==> src/design/rrts_pkg.sv <==
package rrts_pkg;

	// Per-cycle commands broadcast to every cell
	typedef struct packed {
		logic load;        // write the addressed cell from the request
		logic upd;         // apply the tick decision to every ready cell
		logic pick_valid;  // a task was picked this tick
		logic pick_fin;    // the picked task completes this tick
	} ctl_t;

	typedef enum logic [1:0] {
		ST_IDLE,
		ST_SCAN,
		ST_UPD,
		ST_OUT
	} state_t;

	localparam int BURST_W = 12;
	localparam int ARR_W   = 16;
	localparam int SLOT_W  = 4;
	localparam int OUT_W   = 24;

endpackage

==> src/design/rrts_cell.sv <==
module rrts_cell #(
	parameter int IDX = 0,
	parameter int TW  = 24,
	parameter int IW  = 4
) (
	input  logic                         clk,
	input  logic                         arst_n,
	input  rrts_pkg::ctl_t               ctl,
	input  logic [TW-1:0]                now,
	input  logic [rrts_pkg::SLOT_W-1:0]  load_slot,
	input  logic [rrts_pkg::BURST_W-1:0] load_burst,
	input  logic [rrts_pkg::ARR_W-1:0]   load_arrival,
	input  logic [IW-1:0]                pick_slot,
	input  logic [TW-1:0]                fin_wait,
	input  logic                         tin_found,
	input  logic [IW-1:0]                tin_slot,
	input  logic [TW-1:0]                tin_wait,
	input  logic [rrts_pkg::BURST_W-1:0] tin_rem,
	input  logic [rrts_pkg::ARR_W:0]     tin_used,
	output logic                         tout_found,
	output logic [IW-1:0]                tout_slot,
	output logic [TW-1:0]                tout_wait,
	output logic [rrts_pkg::BURST_W-1:0] tout_rem,
	output logic [rrts_pkg::ARR_W:0]     tout_used,
	output logic                         has_work
);

	localparam int PW = TW + rrts_pkg::BURST_W;

	logic [rrts_pkg::ARR_W-1:0]   arr_q;
	logic [rrts_pkg::BURST_W-1:0] bur_q;
	logic [rrts_pkg::BURST_W-1:0] rem_q;
	logic [TW-1:0]                wait_q;
	logic                         found_q;
	logic [IW-1:0]                slot_q;
	logic [TW-1:0]                twait_q;
	logic [rrts_pkg::BURST_W-1:0] trem_q;
	logic [rrts_pkg::ARR_W:0]     tused_q;

	logic          ready;
	logic          take;
	logic [PW-1:0] prod_own;
	logic [PW-1:0] prod_tok;
	logic          is_load;
	logic          is_pick;

	// Ready: work left and already arrived
	assign ready    = (rem_q != '0) && (32'(arr_q) <= 32'(now));
	assign has_work = (rem_q != '0);

	// Cross-multiplied ratio compare against the incoming best
	assign prod_own = PW'(wait_q) * PW'(tin_rem);
	assign prod_tok = PW'(tin_wait) * PW'(rem_q);
	assign take     = ready && (!tin_found || (prod_own > prod_tok));

	assign is_load = ctl.load && (32'(load_slot) == IDX);
	assign is_pick = ctl.pick_valid && (32'(pick_slot) == IDX);

	// Pass the winner on to the next cell
	always_ff @(posedge clk or negedge arst_n) begin
		if (!arst_n) begin
			found_q <= 1'b0;
		end else begin
			found_q <= tin_found | ready;
		end
	end

	always_ff @(posedge clk) begin
		if (take) begin
			slot_q  <= IW'(IDX);
			twait_q <= wait_q;
			trem_q  <= rem_q;
			tused_q <= (rrts_pkg::ARR_W+1)'(arr_q) + (rrts_pkg::ARR_W+1)'(bur_q);
		end else begin
			slot_q  <= tin_slot;
			twait_q <= tin_wait;
			trem_q  <= tin_rem;
			tused_q <= tin_used;
		end
	end

	assign tout_found = found_q;
	assign tout_slot  = slot_q;
	assign tout_wait  = twait_q;
	assign tout_rem   = trem_q;
	assign tout_used  = tused_q;

	// Task slot contents written by loads
	always_ff @(posedge clk) begin
		if (is_load) begin
			arr_q <= load_arrival;
			bur_q <= load_burst;
		end
	end

	// Remaining work and waited count
	always_ff @(posedge clk or negedge arst_n) begin
		if (!arst_n) begin
			rem_q  <= '0;
			wait_q <= '0;
		end else if (is_load) begin
			rem_q  <= load_burst;
			wait_q <= '0;
		end else if (ctl.upd && ready) begin
			if (is_pick) begin
				rem_q <= rem_q - 1'b1;
				if (ctl.pick_fin) begin
					wait_q <= fin_wait;
				end
			end else if (wait_q != {TW{1'b1}}) begin
				wait_q <= wait_q + 1'b1;
			end
		end
	end

endmodule

==> config.mk <==
export PLATFORM = sky130hd
export DESIGN_NAME = rrts_cell
export DESIGN_NICKNAME = d
export VERILOG_FILES = /design/src/design/rrts_pkg.sv /design/src/design/rrts_cell.sv
export SDC_FILE = /design/constraint.sdc
export NUM_CORES = 2
export LEC_CHECK = 0
export BUFFER_PORTS_ARGS = -buffer_cell sky130_fd_sc_hd__buf_4
export CAP_MARGIN = 20
export CORE_ASPECT_RATIO = 1.5
export CORE_MARGIN = 2
export CORE_UTILIZATION = 68
export CTS_CLUSTER_DIAMETER = 60
export CTS_CLUSTER_SIZE = 28
export DETAILED_ROUTE_END_ITERATION = 6
export PLACE_DENSITY = 0.89
export REMOVE_ABC_BUFFERS = 1
export SLEW_MARGIN = 20
export SYNTH_ARGS = -nofsm -noshare
export SYNTH_HDL_FRONTEND = slang
export SYNTH_SLANG_ARGS = --single-unit
==> constraint.sdc <==
create_clock -name clk -period 15.4 [get_ports clk]
set_input_delay 4.62 -clock clk [delete_from_list [all_inputs] [get_ports clk]]
set_output_delay 4.62 -clock clk [all_outputs]
set_load 0.01 [all_outputs]
==> run metrics <==
status complete, no violations; worst reg2reg endpoint tout_used[0]; gr ovfl total 0; Worst Tran Pin Value 1.25 ns; top sig layer met4; Clock Skews between 0.015 and 0.02 ns; crit path max fanout 42; Cell variety after synth 77; Synth Instances 2836; buffers inserted by post-CTS timing repair 0; number of global-route vias before repair approximately 23k; Post-DP Area 26400 um2; Die Wd ~160 um; Via Count between 20k and 25k; post-synth top area share 35.6%; die outline height about 240 um; drc violations 0; H-tree lvl count 4; Sink Count between 100 and 150; Final Hold Fails 0; Post-Route Utilization 75.2%; Worst-path clk slew roughly 0.07 ns; R2R depth 26; worst skew pair latency ~0.46 ns; core area about 36000 um2; ANT cells 0; Via-to-Cell Ratio approximately 6.1; 1st-pass router iterations 5; Slew Viols, Final 0; Fill cells 2486; Synth Warn # 0; Post-synth top flop dfxtp_1; hold_ws 0.663 ns; Mapped Area about 25000 um2; die area 38000 um2; area grow syn2layout 9.04%; largest net degree at the start of global routing slightly above 70; CTS max path bufs 2; cell taking the most area after synthesis fa_1; CTS buffer count 17; worst setup path endpoint tout_used[0]; Hold Path Class reg -> reg; # port buffers slightly above 200; most frequent cell after synthesis inv_1; reg-to-reg startpoint wait_q[7]; routed wire length between 70000 and 80000 um; Critical Path AT 12.76 ns; drt initial violations 1542; Final Critical Period between 10 and 15 ns; final setup violating endpoints 0; Seq cells post-synth around 120; Slew headroom about 17%; RSZ-0062 raised after global routing no; post-cts resize count 0; highest clock rate 80.5 MHz; mean routed wirelength per cell roughly 21 um; sequential share of the synthesized area roughly an eighth; wl on met1 22600 um; Hold-fix buffers, CTS 0; Post-synth EDFFs 28; first-pass GRT wire length between 100000 and 150000 um; initial core utilization between 60% and 70%; root buffer cell clkbuf_16; dpl hpwl around 55000 um; crit path launch tin_rem[11]; I/O pins between 200 and 250; row cnt between 80 and 90; ANT nets after route 0; share of post-route cells with drive strength above 1 a little over a tenth; worst endpoint required time 15.74 ns; fraction of registers with async set/reset 30.3%; routability cong. approximately 0.96; routed wl met3 approximately 6200 um; CP Launch Type input port; ranking of synthesized cells by area fa_1 36%, ha_1 11%, inv_1 8.6%; TritonCTS clock tree yes; Worst R2R Setup Slack roughly 6.4 ns; NumNets Final 3734; Syn Area/Cell 8.74 um2; Final Cell Area approximately 27000 um2; Setup TNS 0 ns; # Max-Cap Violations 0; Commonest cells post-synth 568 x inv_1, 491 x nand2_1, 441 x fa_1; routed length on met2 36100 um; GRT Util Overall 38.8%; critical path type in -> reg; number of antenna violations at the first check in global routing 0; nature of the critical path endpoint register; fin crit share between 80 and 90%
layout make-up:
| class | count | area [um2] | area share (%) |
|---|---|---|---|
| Sequential cell | 122 | 2910 | 10.8 |
| Inverter | 569 | 2140 | 7.90 |
| Multi-Input combinational cell | 1996 | 19100 | 70.7 |
| Tap cell | 478 | 598 | 2.21 |
| Timing Repair Buffer | 225 | 1690 | 6.25 |
| Clock inverter | 12 | 101 | 0.375 |
| Clock buffer | 20 | 479 | 1.77 |
worst max-delay path, stage by stage:
cell,delay [ns]
buf_4,0.26
and2_1,0.34
fa_1,0.52
fa_1,0.54
fa_1,0.45
fa_1,0.50
inv_1,0.05
fa_1,0.48
inv_1,0.04
ha_1,0.35
a21o_1,0.20
a2111oi_0,0.42
o21a_1,0.20
a21oi_1,0.07
a41oi_2,0.31
nor3_1,0.12
or4_1,0.52
o211ai_1,0.11
ha_1,0.16
nand4_1,0.15
nor4_1,0.39
nand3_1,0.22
o211ai_4,0.56
buf_4,0.66
mux2_2,0.42
layer usage:
layer	vias up	GRT usage, %
met5	-	0
met4	0	31.7
met3	447	8.03
met2	1262	67.7
met1	10200	40.0
li1	8936	-
how the worst min path moves through the flow:
| stage | to | cells past startpoint | start | slack (ns) |
|---|---|---|---|---|
| 2_1_floorplan | tout_used[0] | 2 | bur_q[0] | 0.56 |
| 3_3_place_gp | tout_used[0] | 2 | bur_q[0] | 0.58 |
| 3_5_place_dp | tout_used[0] | 2 | bur_q[0] | 0.62 |
| 4_1_cts | tout_used[0] | 2 | bur_q[0] | 0.68 |
| 5_1_grt | tout_used[0] | 2 | bur_q[0] | 0.70 |
| 6_report | tout_used[0] | 2 | bur_q[0] | 0.66 |
kinds of logic (layout without fill, tap and decap cells):
| kind of cell | after synthesis | count (layout) | share of synthesized area [%] |
|---|---|---|---|
| multiplexers | 56 | 56 | 2.52 |
| buffers and inverters | 718 | 826 | 11.2 |
| flip-flops | 122 | 122 | 11.7 |
| adder cells (fa/ha/maj) | 655 | 655 | 46.4 |
| AO/OA/AOI/OAI | 322 | 322 | 8.43 |
| AND/OR/NAND/NOR | 882 | 882 | 16.8 |
| XOR/XNOR | 81 | 81 | 2.86 |
flip-flops by register name (all words and copies together) (netlist names):
register	flops
tout_found	1
rem_q	12
tout_wait	24
wait_q	24
bur_q	12
tout_rem	12
tout_used	17
arr_q	16
tout_slot	4
placed cells by master, fill, tap and decap left out, types with 5 or more instances in the layout:
| cell type | n |
|---|---|
| a2111oi_0 | 5 |
| a211oi_1 | 14 |
| a21boi_0 | 5 |
| a21o_1 | 37 |
| a21oi_1 | 94 |
| a2bb2oi_1 | 6 |
| a31oi_1 | 7 |
| and2_1 | 166 |
| and3_1 | 19 |
| buf_4 | 225 |
| clkbuf_16 | 19 |
| dfrtp_1 | 37 |
| dfxtp_1 | 57 |
| edfxtp_1 | 28 |
| fa_1 | 441 |
| ha_1 | 214 |
| inv_1 | 568 |
| mux2_1 | 15 |
| mux2_2 | 37 |
| nand2_1 | 491 |
| nand2b_1 | 12 |
| nand3_1 | 36 |
| nand4_1 | 18 |
| nor2_1 | 67 |
| nor2b_1 | 10 |
| nor3_1 | 17 |
| nor3_2 | 6 |
| nor3b_1 | 5 |
| nor4_1 | 7 |
| o211ai_1 | 7 |
| o21a_1 | 18 |
| o21ai_0 | 60 |
| o21ai_1 | 10 |
| o21bai_1 | 12 |
| o31ai_1 | 6 |
| xnor2_1 | 59 |
| xor2_1 | 22 |
stage by stage:
| stage | instances | worst slack (ns) |
|---|---|---|
| 2_1_floorplan | 2687 | 3.14 |
| 3_3_place_gp | 3390 | 2.98 |
| 3_5_place_dp | 3390 | 2.64 |
| 4_1_cts | 3422 | 3.08 |
| 5_1_grt | 3422 | 2.63 |
| 6_report | 3422 | 2.98 |
Power is not shown: default switching activity piles up to over one toggle a cycle in this logic, so the estimate is an artifact.
